`src/hw/rtl/bdq_pkg.sv`:
```
package bdq_pkg;

    localparam int DEPTH_DEF = 16;
    localparam int WORD_W    = 32;

    localparam logic [2:0] MODE_PUSH_FRONT = 3'd0;
    localparam logic [2:0] MODE_PUSH_BACK  = 3'd1;
    localparam logic [2:0] MODE_POP_FRONT  = 3'd2;
    localparam logic [2:0] MODE_POP_BACK   = 3'd3;
    localparam logic [2:0] MODE_PEEK_FRONT = 3'd4;
    localparam logic [2:0] MODE_PEEK_BACK  = 3'd5;

    localparam logic [1:0] ST_OK     = 2'd0;
    localparam logic [1:0] ST_NOROOM = 2'd1;
    localparam logic [1:0] ST_EMPTY  = 2'd2;

    typedef struct packed {
        logic [2:0]               mode;
        logic signed [WORD_W-1:0] data_in;
    } t_op;

    typedef struct packed {
        logic [1:0]               status;
        logic signed [WORD_W-1:0] data_out;
        logic                     is_empty;
    } t_res;

    // broadcast to every cell of the chain
    typedef struct packed {
        logic wr;
        logic load;
        logic shift;
    } t_chain_ctl;

endpackage

```
`src/hw/rtl/bounded_array_deque_top.sv`:
```
// channel   | ports                      | handshake
// ----------+----------------------------+------------------------------
// op in     | i_op (mode, data_in)       | start, taken when busy low
// result    | o_result (status, data_out,| o_valid, one cycle, no stall
//           |          is_empty)         |
//
// Pushes, errors and unused modes: the accepting edge moves the FSM from
// S_IDLE straight to S_RESP, which raises o_valid; no word overlaps another.
// Pops and peeks: the accepting edge loads the read word into its cell; in
// S_WALK it walks the cell chain from its cell to cell 0 one cell per cycle
// (index up to DEPTH-1), and S_RESP then raises o_valid.
// busy is high from acceptance through the result cycle.
// Reset (sync, active low) empties the queue; stored words are not cleared.
module bounded_array_deque_top #(
    parameter int DEPTH = bdq_pkg::DEPTH_DEF
) (
    input  logic           i_clk,
    input  logic           i_rst_n,
    input  logic           start,
    input  bdq_pkg::t_op   i_op,
    output logic           busy,
    output logic           o_valid,
    output bdq_pkg::t_res  o_result
);
    import bdq_pkg::*;

    localparam int AW = (DEPTH > 1) ? $clog2(DEPTH) : 1;

    t_chain_ctl        ctl;
    logic [AW-1:0]     wr_idx;
    logic [AW-1:0]     rd_idx;
    logic [WORD_W-1:0] bus [DEPTH+1];

    assign bus[DEPTH] = '0;

    bdq_ctrl #(
        .DEPTH (DEPTH),
        .AW    (AW)
    ) u_ctrl (
        .i_clk    (i_clk),
        .i_rst_n  (i_rst_n),
        .start    (start),
        .i_op     (i_op),
        .i_bus0   (bus[0]),
        .busy     (busy),
        .o_valid  (o_valid),
        .o_result (o_result),
        .o_ctl    (ctl),
        .o_wr_idx (wr_idx),
        .o_rd_idx (rd_idx)
    );

    for (genvar g = 0; g < DEPTH; g++) begin : g_cell
        bdq_cell #(
            .AW  (AW),
            .IDX (g)
        ) u_cell (
            .i_clk      (i_clk),
            .i_ctl      (ctl),
            .i_wr_idx   (wr_idx),
            .i_rd_idx   (rd_idx),
            .i_wdata    (i_op.data_in),
            .i_bus_next (bus[g+1]),
            .o_bus      (bus[g])
        );
    end

`ifndef ASSERT_OFF
    a_strobe_single: assert property (@(posedge i_clk) disable iff (!i_rst_n)
        o_valid |=> !o_valid)
        else $error("result strobe held for more than one cycle");

    a_accept_busy: assert property (@(posedge i_clk) disable iff (!i_rst_n)
        (start && !busy) |=> busy)
        else $error("busy not raised after accepted word");

    a_err_zero: assert property (@(posedge i_clk) disable iff (!i_rst_n)
        (o_valid && o_result.status != ST_OK) |-> (o_result.data_out == '0))
        else $error("nonzero data on error status");

    a_valid_busy: assert property (@(posedge i_clk) disable iff (!i_rst_n)
        o_valid |-> busy)
        else $error("result strobe while idle");
`endif

endmodule

```
`src/hw/rtl/bdq_cell.sv`:
```
module bdq_cell #(
    parameter int AW  = 4,
    parameter int IDX = 0
) (
    input  logic                         i_clk,
    input  bdq_pkg::t_chain_ctl          i_ctl,
    input  logic [AW-1:0]                i_wr_idx,
    input  logic [AW-1:0]                i_rd_idx,
    input  logic [bdq_pkg::WORD_W-1:0]   i_wdata,
    input  logic [bdq_pkg::WORD_W-1:0]   i_bus_next,
    output logic [bdq_pkg::WORD_W-1:0]   o_bus
);
    import bdq_pkg::*;

    logic [WORD_W-1:0] r_word;
    logic [WORD_W-1:0] r_bus;

    always_ff @(posedge i_clk) begin
        if (i_ctl.wr && (i_wr_idx == AW'(IDX))) begin
            r_word <= i_wdata;
        end
    end

    // read bus: selected word is loaded in place, then walks toward cell 0
    always_ff @(posedge i_clk) begin
        if (i_ctl.load) begin
            r_bus <= (i_rd_idx == AW'(IDX)) ? r_word : '0;
        end else if (i_ctl.shift) begin
            r_bus <= i_bus_next;
        end
    end

    assign o_bus = r_bus;

endmodule

```
`src/hw/rtl/bdq_ctrl.sv`:
```
module bdq_ctrl #(
    parameter int DEPTH = bdq_pkg::DEPTH_DEF,
    parameter int AW    = (DEPTH > 1) ? $clog2(DEPTH) : 1
) (
    input  logic                        i_clk,
    input  logic                        i_rst_n,
    input  logic                        start,
    input  bdq_pkg::t_op                i_op,
    input  logic [bdq_pkg::WORD_W-1:0]  i_bus0,
    output logic                        busy,
    output logic                        o_valid,
    output bdq_pkg::t_res               o_result,
    output bdq_pkg::t_chain_ctl         o_ctl,
    output logic [AW-1:0]               o_wr_idx,
    output logic [AW-1:0]               o_rd_idx
);
    import bdq_pkg::*;

    localparam int CW = $clog2(DEPTH + 1);

    typedef enum logic [2:0] {
        S_IDLE = 3'b001,
        S_WALK = 3'b010,
        S_RESP = 3'b100
    } t_state;

    t_state          r_state, n_state;
    logic [AW-1:0]   r_front, n_front;
    logic [CW-1:0]   r_count, n_count;
    logic [AW-1:0]   r_walk,  n_walk;
    logic [1:0]      r_status, n_status;
    logic            r_empty, n_empty;
    logic            r_rd,    n_rd;

    logic            accept;
    logic            nonempty;
    logic [CW-1:0]   rear;
    logic [CW-1:0]   count_dec;
    logic            rd_op;

    assign accept    = start && (r_state == S_IDLE);
    assign nonempty  = (r_count != '0);
    assign rear      = CW'(r_front) + r_count - CW'(1);
    assign count_dec = r_count - CW'(1);

    always_comb begin
        n_state  = r_state;
        n_front  = r_front;
        n_count  = r_count;
        n_walk   = r_walk;
        n_status = r_status;
        n_empty  = r_empty;
        n_rd     = r_rd;
        o_ctl    = '0;
        o_wr_idx = '0;
        o_rd_idx = '0;
        rd_op    = 1'b0;
        unique case (r_state)
            S_IDLE: begin
                if (accept) begin
                    n_status = ST_OK;
                    unique case (i_op.mode)
                        MODE_PUSH_FRONT: begin
                            if (r_front == '0 || !nonempty) begin
                                n_status = ST_NOROOM;
                            end else begin
                                n_front   = r_front - AW'(1);
                                o_ctl.wr  = 1'b1;
                                o_wr_idx  = r_front - AW'(1);
                                n_count   = r_count + CW'(1);
                            end
                        end
                        MODE_PUSH_BACK: begin
                            if (!nonempty) begin
                                n_front  = '0;
                                o_ctl.wr = 1'b1;
                                o_wr_idx = '0;
                                n_count  = CW'(1);
                            end else if (rear >= CW'(DEPTH - 1)) begin
                                n_status = ST_NOROOM;
                            end else begin
                                o_ctl.wr = 1'b1;
                                o_wr_idx = AW'(rear + CW'(1));
                                n_count  = r_count + CW'(1);
                            end
                        end
                        MODE_POP_FRONT: begin
                            if (!nonempty) begin
                                n_status = ST_EMPTY;
                            end else begin
                                rd_op    = 1'b1;
                                o_rd_idx = r_front;
                                n_count  = count_dec;
                                n_front  = (count_dec == '0) ? '0 : r_front + AW'(1);
                            end
                        end
                        MODE_POP_BACK: begin
                            if (!nonempty) begin
                                n_status = ST_EMPTY;
                            end else begin
                                rd_op    = 1'b1;
                                o_rd_idx = AW'(rear);
                                n_count  = count_dec;
                                if (count_dec == '0) begin
                                    n_front = '0;
                                end
                            end
                        end
                        MODE_PEEK_FRONT: begin
                            if (!nonempty) begin
                                n_status = ST_EMPTY;
                            end else begin
                                rd_op    = 1'b1;
                                o_rd_idx = r_front;
                            end
                        end
                        MODE_PEEK_BACK: begin
                            if (!nonempty) begin
                                n_status = ST_EMPTY;
                            end else begin
                                rd_op    = 1'b1;
                                o_rd_idx = AW'(rear);
                            end
                        end
                        default: begin
                        end
                    endcase
                    o_ctl.load = rd_op;
                    n_rd       = rd_op;
                    n_walk     = o_rd_idx;
                    n_empty    = (n_count == '0);
                    n_state    = rd_op ? S_WALK : S_RESP;
                end
            end
            S_WALK: begin
                if (r_walk == '0) begin
                    n_state = S_RESP;
                end else begin
                    o_ctl.shift = 1'b1;
                    n_walk      = r_walk - AW'(1);
                end
            end
            S_RESP: begin
                n_state = S_IDLE;
            end
            default: begin
                n_state = S_IDLE;
            end
        endcase
    end

    always_ff @(posedge i_clk) begin
        if (!i_rst_n) begin
            r_state <= S_IDLE;
            r_front <= '0;
            r_count <= '0;
        end else begin
            r_state <= n_state;
            r_front <= n_front;
            r_count <= n_count;
        end
    end

    always_ff @(posedge i_clk) begin
        r_walk   <= n_walk;
        r_status <= n_status;
        r_empty  <= n_empty;
        r_rd     <= n_rd;
    end

    assign busy              = (r_state != S_IDLE);
    assign o_valid           = (r_state == S_RESP);
    assign o_result.status   = r_status;
    assign o_result.data_out = r_rd ? i_bus0 : '0;
    assign o_result.is_empty = r_empty;

endmodule

```
`config.mk`:
```
export PLATFORM = sky130hd
export DESIGN_NAME = bounded_array_deque_top
export DESIGN_NICKNAME = d
export VERILOG_FILES = /design/src/hw/rtl/bdq_pkg.sv /design/src/hw/rtl/bounded_array_deque_top.sv /design/src/hw/rtl/bdq_cell.sv /design/src/hw/rtl/bdq_ctrl.sv
export SDC_FILE = /design/constraint.sdc
export NUM_CORES = 1
export LEC_CHECK = 0
export BUFFER_PORTS_ARGS = -buffer_cell sky130_fd_sc_hd__clkbuf_2
export CORE_ASPECT_RATIO = 0.5
export CORE_MARGIN = 2
export CORE_UTILIZATION = 55
export CTS_CLUSTER_SIZE = 24
export DETAILED_ROUTE_END_ITERATION = 16
export PLACE_DENSITY = 0.71
export SLEW_MARGIN = 20
export SYNTH_ARGS = -nofsm -noshare
export SYNTH_HDL_FRONTEND = slang
export SYNTH_SLANG_ARGS = --single-unit
```
`constraint.sdc`:
```
create_clock -name i_clk -period 112 [get_ports i_clk]
set_input_delay 11.2 -clock i_clk [delete_from_list [all_inputs] [get_ports i_clk]]
set_output_delay 11.2 -clock i_clk [all_outputs]
set_load 0.01 [all_outputs]
```
==> results of run 1 <==
==> how the worst max path moves through the flow <==
stage	start	endpoint	slack (ns)	depth (start not counted)
after CTS	start	g_cell[15].u_cell.o_bus[8]$_SDFFCE_PN0P_	96.90	7
after floorplan	u_ctrl.r_walk[0]$_DFFE_PP_	u_ctrl.r_state[1]$_SDFFE_PN0P_	73.34	5
final	start	g_cell[15].u_cell.o_bus[8]$_SDFFCE_PN0P_	97.05	8
after detailed placement	start	g_cell[14].u_cell.o_bus[7]$_DFFE_PP_	96.24	7
after global placement	start	g_cell[15].u_cell.o_bus[9]$_SDFFCE_PN0P_	96.36	7
after global routing	start	g_cell[15].u_cell.o_bus[10]$_SDFFCE_PN0P_	96.78	8
==> flip-flops by register name, summed over array words and instances (netlist names) <==
name                  flops
u_ctrl.r_state            3
u_ctrl.r_rd               1
u_ctrl.r_status           2
u_ctrl.r_front            4
g_cell.u_cell.r_word    512
g_cell.u_cell.o_bus     512
u_ctrl.r_empty            1
u_ctrl.r_walk             4
u_ctrl.r_count            5
==> routing by layer <==
layer,vias up,part of all wire [%]
li1,8271,-
met1,9052,49
met2,529,42
met3,95,6.6
met4,0,1.8
met5,-,0
==> per-stage QoR <==
| step | util (%) | std cells |
|---|---|---|
| final | 61.44 | 3038 |
| after detailed placement | 57.42 | 2879 |
| after floorplan | - | 1977 |
| after global placement | 57.42 | 2879 |
| after global routing | 61.44 | 3038 |
| after CTS | 61.25 | 3033 |
==> worst register-to-register path, stage by stage, from the launching register on <==
cell     delay (ns)
dfxtp_1        0.58
inv_1          0.25
ha_1           0.37
nor4b_4        0.22
nor2_4         0.29
nand2_4        0.54
o21ai_4        0.67
buf_12         0.39
buf_16         0.53
buf_6          0.88
==> cell families (layout without fill, tap and decap cells) <==
group                      count (synthesis)  after routing  synth area share (%)
AOI/OAI and AO/OA                        561            561                 12.53
xor gates and xnor gates                  12             12                0.2765
adders and majority gates                 15             15                0.5135
buffers and inverters                    142            293                 1.590
DFF                                     1044           1044                 82.16
muxes                                      3              3               0.08559
and+or+nand+nor                          200            200                 2.844
==> cell type report <==
type / instances / share of cell area (%)
clock buffer: 111 / 5.573
clock inverter: 43 / 0.6555
inverter: 25 / 0.2224
multi-input combinational: 791 / 14.95
sequential: 1044 / 74.03
tap: 910 / 2.699
timing repair buffer: 114 / 1.874
==> Yosys cell counts, drive strengths merged, types with 3 or more instances <==
cell	instances	area share, %
edfxtp	1032	82
a22o	480	11
clkbuf	74	0.73
and2	67	1.1
nor2	47	0.48
buf	43	0.61
nand2	32	0.32
inv	25	0.25
o21ai	23	0.30
a21oi	20	0.27
ha	14	0.46
dfxtp	12	0.63
nand3	12	0.16
nor3	10	0.13
xnor2	8	0.18
nor3b	5	0.099
or3	5	0.082
a31oi	4	0.066
o21a	4	0.079
xor2	4	0.092
a21boi	3	0.069
and3	3	0.063
nand4	3	0.049
nor2b	3	0.049
o211a	3	0.079
o211ai	3	0.072
==> power by group through the flow <==
stage | Combinational [mW] | Clock, mW | Sequential (mW)
final | 0.0586 | 0.283 | 0.457
after floorplan | 0.0419 | 0 | 0.490
after CTS | 0.0581 | 0.288 | 0.457
after detailed placement | 0.0579 | 0 | 0.465
after global routing | 0.0644 | 0.302 | 0.458
after global placement | 0.0565 | 0 | 0.465
==> metrics.md, run 1 <==
| Metric | Value |
|---|---|
| Status | complete, no violations |
| Crit Reg-Reg Startpoint | u_ctrl.r_count[0]$_SDFFE_PN0P_ |
| Hold path startpoint | g_cell[15].u_cell.r_word[6]$_DFFE_PP_ |
| Avg Vias per Cell | approximately 5.9 |
| Yosys Warn Count | 0 |
| Internal Power | 0.6284 mW |
| Drc violations | 0 |
| Startpoint types | input port |
| Footprint of the multi-input gates | 6306 µm² |
| Longest Clk Path Bufs | 3 |
| Chip Height | 189.9 µm |
| PD cells | ~19 nW/µm² |
| Tcrit/Tclk final | between 10% and 20% |
| Final worst setup slack | 97.05 ns |
| Grt peak-use layer | met1 |
| Final Cell Area | between 40000 and 50000 µm² |
| HP Class | register to register |
| Cell Chain, Critical Path | clkbuf_2 > nand2_1 > inv_1 > nand2_4 > o21ai_4 > buf_12 > buf_16 > buf_6 |
| GRT Resource Usage Total | 19.19% |
| Synth Net Count | 2030 |
| Initial antenna violation count | 0 |
| Diodes inserted | 0 |
| Layout cells sized above 1 | 13.20% |
| Setup CP Type | input port to register |
| Largest net degree at the start of global routing | 199 |
| Initial drt markers | about 2000 |
| Cells on worst reg2reg path | 9 |
| Met3 Use GR | 3.734% |
| Core ar. | 68660 µm² |
| Clk pin slew, worst setup/hold paths | 0.06 ns |
| Row cnt | 68 |
| Hold Fails Final Rpt | 0 |
| Critical Path Fanout Max | 146 |
| Met2 Track Usage GR | 26.70% |
| # IOs | 75 |
| GP Congestion | ~0.90 |
| FILL cells | 4688 |
| Critical R2R Capture | g_cell[15].u_cell.o_bus[8]$_SDFFCE_PN0P_ |
| Fmax | about 67 MHz |
| Routed via count | 17950 |
| Routed wire length per instance | 22.47 µm |
| Die X | 375.8 µm |
| RSZ-0062 raised after global routing | false |
| Cells after Synth | 1977 |
| Vias in the first global route | 17320 |
| Post-CTS Setup Inserts | 0 |
| Flop-to-flop setup slack | 106.80 ns |
| CP arrival | around 15 ns |
| Number of synthesized flops with an enable pin | 1032 |
| Setup violators final | 0 |
| CTS resizes | 0 |
| Post-CTS Hold Buffers | 0 |
| Synth cell types | 64 |
| Initial cell density of the core | a little under three fifths |
| Leakage power | roughly 14 nW |
| Cell area after synthesis | around 38000 µm² |
| Root buf cell | clkbuf_16 |
| Final Skew | 0.02555 ns |
| Most frequent cells in the layout | edfxtp_1 (1032), a22o_1 (480), clkbuf_16 (90) |
| Die area | 71350 µm² |
| Met1 Resource Use GR | a little under a third |
| CP max stage delay | 0.71 ns |
| Commonest non-fill, non-tap cell in the layout | edfxtp_1 |
| Seq pwr share | 57.2% |
| Sw Ratio | 21.26% |
| Tightest Pin Transition | 1.360 ns |
| Clk pwr share | 35.5% |
| Gate power share | ~7.3% |
| Slew margin rel. | 9.331% |
| Power consumption | 0.7980 mW |
| Yosys reg bits | 1044 |
| DRT Pass-1 Iters | 5 |
| Sequential Area | 31230 µm² |
| Htree depth | 3 |
| Hold Crit Endpoint | g_cell[15].u_cell.o_bus[6]$_SDFFCE_PN0P_ |
| Max-cap viol count | 0 |
| Part of the Yosys area used for sequential elements | between 80% and 90% |
| Worst Hold Depth | 1 |
| Worst VDD drop | 0.00001299 V |
| Final Max Tran Viols | 0 |
| TritonCTS Buffers | 86 |
| Clock sink count | 1044 |
| Main synth FF type | edfxtp_1 |
| Area grow syn2layout | 10.99% |
| Switch Pwr | 0.1697 mW |
| HPWL Detailed | just under 40 mm |
| Routed WL | 68.26 mm |
| Crit end category | register |
| Clock Latency Late Sink | 0.63 ns |
| CTS tree | done |
| Hold WS | 0.4972 ns |
| Worst Path Required | about 110 ns |
| Dpl ws | 96.24 ns |
| Min Tclk post-route | 14.95 ns |
| # port buffers | 74 |
| First-pass GRT wire length | 104.7 mm |
| Final Net Count | roughly 2100 |
| Critical path buffers and inverters | 5 |
| Asr flop ratio synth | 0% |
| Crit-path leading delay family | buffers and inverters |
| Post-DP Area | 39430 µm² |
| Final ANT Viol Nets | 0 |
| Crit path max-delay cell type | buf_6 |
| Setup_tns | 0 ns |
| Gr ovfl total | 0 |
| Post-synthesis average cell area | 19.23 µm² |
Note: power is estimated with default switching activity, not from simulation.
==> inputs of run 2 (changes only) <==
Clock period 112 ns to 15.15 ns, I/O delays scaled along.
==> run 2 against run 1 <==
Effect of this change: utilization up 0.25 points; wire length down 3.0%; register-to-register slack worse by 97 ns; count of clock-buffer cells in the layout down 4; non-clock buffer count up 3; critical endpoint is now g_cell[0].u_cell.o_bus[0]$_DFFE_PP_; largest cell class unchanged; highest routed layer unchanged.
==> metrics.md, run 2 (synthesized netlist as in run 1, its figures left out) <==
| Metric | Value |
|---|---|
| Status | complete, no violations |
| Most frequent cells in the layout | edfxtp_1 (1032), a22o_1 (480), clkbuf_16 (88) |
| Clk pin slew, worst setup/hold paths | 0.06 ns (about the same) |
| GP Congestion | 0.8045 (-11%) |
| Gr ovfl total | 0 (unchanged) |
| Slew margin rel. | 21.13% (+12 points) |
| PD cells | 141.0 nW/µm² (+650%) |
| Die area | 71350 µm² (unchanged) |
| Fmax | 189.7 MHz |
| Met1 Resource Use GR | 30.59% (-0.73 points) |
| Crit end category | register |
| Hold WS | 0.5143 ns (+0.01708 ns) |
| Footprint of the multi-input gates | 6311 µm² (about the same) |
| Longest Clk Path Bufs | 3 (unchanged) |
| Hold Fails Final Rpt | 0 (unchanged) |
| CP arrival | 5.53 ns (-9.66 ns) |
| Final Skew | 0.02304 ns (-0.002509 ns) |
| Tightest Pin Transition | 1.183 ns (-0.1770 ns) |
| Final core occ | 61.69% (+0.25 points) |
| GRT Resource Usage Total | 18.68% (-0.51 points) |
| Routed via count | 17820 (-0.69%) |
| Met2 Track Usage GR | 26.06% (-0.64 points) |
| DRT Pass-1 Iters | 5 (unchanged) |
| Initial antenna violation count | 0 (unchanged) |
| Grt peak-use layer | met1 |
| Core ar. | 68660 µm² (unchanged) |
| Setup violators final | 0 (unchanged) |
| HPWL Detailed | 38.84 mm (-1.1%) |
| Final Net Count | 2119 (+0.19%) |
| RSZ-0062 raised after global routing | false |
| Sequential Area | 31230 µm² (unchanged) |
| Post-CTS Hold Buffers | 0 (unchanged) |
| Leakage power | 13.81 nW (+0.46%) |
| Met3 Use GR | 3.218% (-0.52 points) |
| TritonCTS Buffers | 87 (+1.2%) |
| Drc violations | 0 (unchanged) |
| Final ANT Viol Nets | 0 (unchanged) |
| HP Class | register to register |
| Post-CTS Setup Inserts | 0 (unchanged) |
| # port buffers | 74 (unchanged) |
| Worst Path Required | 15.41 ns (-96.83 ns) |
| First-pass GRT wire length | 103.2 mm (-1.5%) |
| Chip Height | 189.9 µm (unchanged) |
| Commonest non-fill, non-tap cell in the layout | edfxtp_1 |
| Tcrit/Tclk final | 34.80% |
| Routed wire length per instance | 21.76 µm (-3.1%) |
| Power consumption | 5.971 mW (+650%) |
| Layout cells sized above 1 | 12.90% (-0.31 points) |
| Row cnt | 68 (unchanged) |
| Cell total after placement | 2885 (+0.21%) |
| Setup_tns | 0 ns (unchanged) |
| Non-filler instance count after layout | 3042 (+0.13%) |
| Initial drt markers | 1863 (-8.0%) |
| Final Max Tran Viols | 0 (unchanged) |
| Critical Path Fanout Max | 82 (-44%) |
| Largest net degree at the start of global routing | 230 (+16%) |
| Worst VDD drop | 0.00007597 V (+490%) |
| Area grow syn2layout | 11.44% |
| Setup CP Type | input port to register |
| CTS tree | done |
| Root buf cell | clkbuf_16 |
| Die X | 375.8 µm (unchanged) |
| Min Tclk post-route | 5.272 ns |
| Clock sink count | 1044 (unchanged) |
| Diodes inserted | 0 (unchanged) |
| Htree depth | 3 (unchanged) |
| CTS resizes | 0 (unchanged) |
| Avg Vias per Cell | 5.859 (-0.82%) |
| FILL cells | 4652 (-0.77%) |
| # IOs | 75 (unchanged) |
| Vias in the first global route | 17270 (-0.27%) |
| Initial cell density of the core | 55.36% (unchanged) |
| Max-cap viol count | 0 (unchanged) |
| Startpoint types | input port |
| Routed WL | 66.21 mm (-3.0%) |
| Clock Latency Late Sink | 0.64 ns (about the same) |
==> run 2: cell count changes in the layout (fill, tap and decap cells not counted), sizes merged <==
cell,before,now
clkinv,37,38
clkinvlp,1,0
clkbuf,185,181
buf,40,43
inv,28,27
bufinv,2,8
==> run 2: metal layers <==
layer  share of wire [%]  routed length (µm)  vias to the layer above
met5                   0                   0                        -
met4                 1.7                1142                        0
met3                 5.4                3579                       86
met2                  43               28270                      442
met1                  50               33220                     9012
li1                    -                   -                     8284
==> run 2: final cells by class <==
cell class | instances | area share [%]
clock buffers | 107 | 5.367
repair buffers | 117 | 1.967
inverters | 25 | 0.2216
multi-input cells | 791 | 14.90
flip-flops and latches | 1044 | 73.73
clock inverters | 48 | 1.123
well taps | 910 | 2.688
==> run 2: worst paths after layout <==
path	from	to	slack [ns]	cells after the start
worst min-delay path	g_cell[15].u_cell.r_word[24]$_DFFE_PP_	g_cell[15].u_cell.o_bus[24]$_SDFFCE_PN0P_	0.51	1
worst max register to register	u_ctrl.r_state[0]$_SDFFE_PN1P_	g_cell[0].u_cell.o_bus[0]$_DFFE_PP_	9.98	8
worst min register to register	g_cell[15].u_cell.r_word[24]$_DFFE_PP_	g_cell[15].u_cell.o_bus[24]$_SDFFCE_PN0P_	0.51	1
worst max-delay path	start	g_cell[0].u_cell.o_bus[0]$_DFFE_PP_	9.88	8
==> run 2: worst max-delay path, stage by stage <==
cell	delay, ns
clkbuf_2	0.08
nand2_1	0.17
inv_1	0.55
nand2_4	0.53
o21ai_4	0.19
buf_4	0.78
buf_4	0.76
buf_4	0.81
==> run 2: power by group <==
group	internal (mW)	switching (mW)	total (mW)
Sequential	3.34	0.0383	3.38
Combinational	0.175	0.250	0.424
Clock	1.21	0.964	2.17
Total	4.72	1.25	5.97
==> run 2: metrics by stage <==
step	setup WS [ns]	instance area [µm²]
after global routing	9.506	42360
after global placement	9.224	39430
after floorplan	0.4297	38010
after detailed placement	9.119	39540
after CTS	9.774	42290
final	9.878	42360
==> inputs of run 3 (changes only) <==
Settings changed: PLACE_DENSITY 0.71 to 0.74.
Clock period 15.15 ns to 4.8 ns, I/O delays scaled along.
==> run 3 against run 2 <==
Effect of this change: sequential cell count stayed put; cell area is 0.13% lower; worst setup slack worse by 9.4 ns; sequential power grew to 3.2 times the previous value.
==> metrics.md, run 3 (synthesized netlist as in run 1, its figures left out) <==
| Metric | Value |
|---|---|
| Status | complete, no violations |
| CTS tree | done |
| Drc violations | 0 (unchanged) |
| Avg Vias per Cell | 5.842 (-0.30%) |
| Critical Path Fanout Max | 32 (-61%) |
| DRT Pass-1 Iters | 5 (unchanged) |
| Row cnt | 68 (unchanged) |
| Clk pin slew, worst setup/hold paths | 0.07 ns (about the same) |
| Final Skew | 0.01999 ns (-0.003057 ns) |
| Non-filler instance count after layout | 3042 (unchanged) |
| Setup_tns | 0 ns (unchanged) |
| # port buffers | 74 (unchanged) |
| Crit end category | register |
| HPWL Detailed | 38.34 mm (-1.3%) |
| RSZ-0062 raised after global routing | false |
| First-pass GRT wire length | 100.9 mm (-2.3%) |
| Diodes inserted | 0 (unchanged) |
| Initial cell density of the core | 55.36% (unchanged) |
| Layout cells sized above 1 | 13.23% (+0.33 points) |
| CP arrival | 4.56 ns (-0.97 ns) |
| GRT Resource Usage Total | 18.07% (-0.61 points) |
| Tcrit/Tclk final | roughly 89% |
| HP Class | input port to register |
| Chip Height | 189.9 µm (unchanged) |
| Startpoint types | register |
| Routed wire length per instance | 20.91 µm (-3.9%) |
| Tightest Pin Transition | 0.9640 ns (-0.2190 ns) |
| TritonCTS Buffers | 87 (unchanged) |
| # IOs | 75 (unchanged) |
| CTS resizes | 0 (unchanged) |
| PD cells | 445.7 nW/µm² (+220%) |
| Worst VDD drop | 0.0002913 V (+280%) |
| Clock Latency Late Sink | 0.63 ns (about the same) |
| Setup CP Type | register to register |
| Final Net Count | 2120 (+0.047%) |
| Cell total after placement | 2887 (+0.069%) |
| Initial drt markers | 1491 (-20%) |
| Final Max Tran Viols | 0 (unchanged) |
| Hold Fails Final Rpt | 0 (unchanged) |
| Routed via count | 17770 (-0.30%) |
| Gr ovfl total | 0 (unchanged) |
| Area grow syn2layout | 11.29% |
| Initial antenna violation count | 0 (unchanged) |
| Die X | 375.8 µm (unchanged) |
| Htree depth | 3 (unchanged) |
| Post-CTS Hold Buffers | 0 (unchanged) |
| Most frequent cells in the layout | edfxtp_1 (1032), a22o_1 (480), clkbuf_16 (88) |
| Final ANT Viol Nets | 0 (unchanged) |
| Commonest non-fill, non-tap cell in the layout | edfxtp_1 |
| Die area | 71350 µm² (unchanged) |
| Vias in the first global route | 17580 (+1.8%) |
| Min Tclk post-route | 4.289 ns |
| Leakage power | 13.81 nW (about the same) |
| Root buf cell | clkbuf_16 |
| Setup violators final | 0 (unchanged) |
| Longest Clk Path Bufs | 3 (unchanged) |
| Clock sink count | 1044 (unchanged) |
| Slew margin rel. | 35.73% (+15 points) |
| Routed WL | 63.61 mm (-3.9%) |
| Fmax | 233.2 MHz |
| Max-cap viol count | 0 (unchanged) |
| GP Congestion | 0.8352 (+3.8%) |
| Post-CTS Setup Inserts | 0 (unchanged) |
| Largest net degree at the start of global routing | 256 (+11%) |
| Core ar. | 68660 µm² (unchanged) |
| Worst Path Required | 5.07 ns (-10.34 ns) |
[run 3: cell types whose count changed in the layout (fill, tap and decap cells not counted), sizes merged]
| cell | change |
|---|---|
| bufinv | +1 |
| buf | +1 |
| clkinv | -8 |
| inv | +2 |
| clkbuf | +4 |
[run 3: final timing paths]
path,slack (ns),depth (start not counted),to,startpoint
worst min register to register,0.52,1,g_cell[15].u_cell.o_bus[4]$_SDFFCE_PN0P_,g_cell[15].u_cell.r_word[4]$_DFFE_PP_
worst max register to register,0.51,12,g_cell[1].u_cell.r_word[17]$_DFFE_PP_,u_ctrl.r_count[3]$_SDFFE_PN0P_
worst min-delay path,0.23,2,u_ctrl.r_front[3]$_SDFFE_PN0P_,i_rst_n
worst max-delay path,0.51,12,g_cell[1].u_cell.r_word[17]$_DFFE_PP_,u_ctrl.r_count[3]$_SDFFE_PN0P_
[run 3: layer usage]
layer,up-vias,share of wire (%),track usage [%]
li1,8284,-,-
met1,8926,50,28.99
met2,482,43,25.84
met3,78,5.5,3.318
met4,0,1.4,4.201
met5,-,0,0
[run 3: metrics by stage]
step	power, mW	worst slack, ns	cell area, µm²	hold WS (ns)	utilization [%]
final	18.85	0.5114	42300	0.2306	61.61
after detailed placement	12.19	0.6716	39530	0.5022	57.58
after floorplan	11.90	-4.645	38030	0.4967	-
after global routing	19.50	0.1964	42300	0.2301	61.61
after global placement	12.14	0.8126	39530	0.5002	57.58
after CTS	19.00	0.6342	42270	0.1843	61.57
[run 3: cell type report]
| type | count | area (µm²) |
|---|---|---|
| clock buffers | 111 | 2288 |
| clock inverters | 43 | 451.7 |
| fillers | 4531 | 26360 |
| inverters | 25 | 93.84 |
| multi-input cells | 791 | 6315 |
| flip-flops and latches | 1044 | 31230 |
| well taps | 910 | 1139 |
| repair buffers | 118 | 783.3 |
[run 3: critical path, stage by stage, from the launching register on]
cell       delay, ns
dfxtp_1         0.59
inv_1           0.12
ha_1            0.29
inv_1           0.04
ha_1            0.33
a21oi_1         0.24
a21boi_0        0.18
o21a_1          0.22
o21bai_1        0.47
a2bb2oi_1       0.35
o2111ai_1       0.35
nor2_2          0.28
buf_4           0.41
[run 3: power by group]
group          internal, mW  switching (mW)  total (mW)
Sequential             10.5           0.121        10.7
Clock                  3.86            2.99        6.85
Combinational         0.560           0.790        1.35
Total                  15.0            3.90        18.9
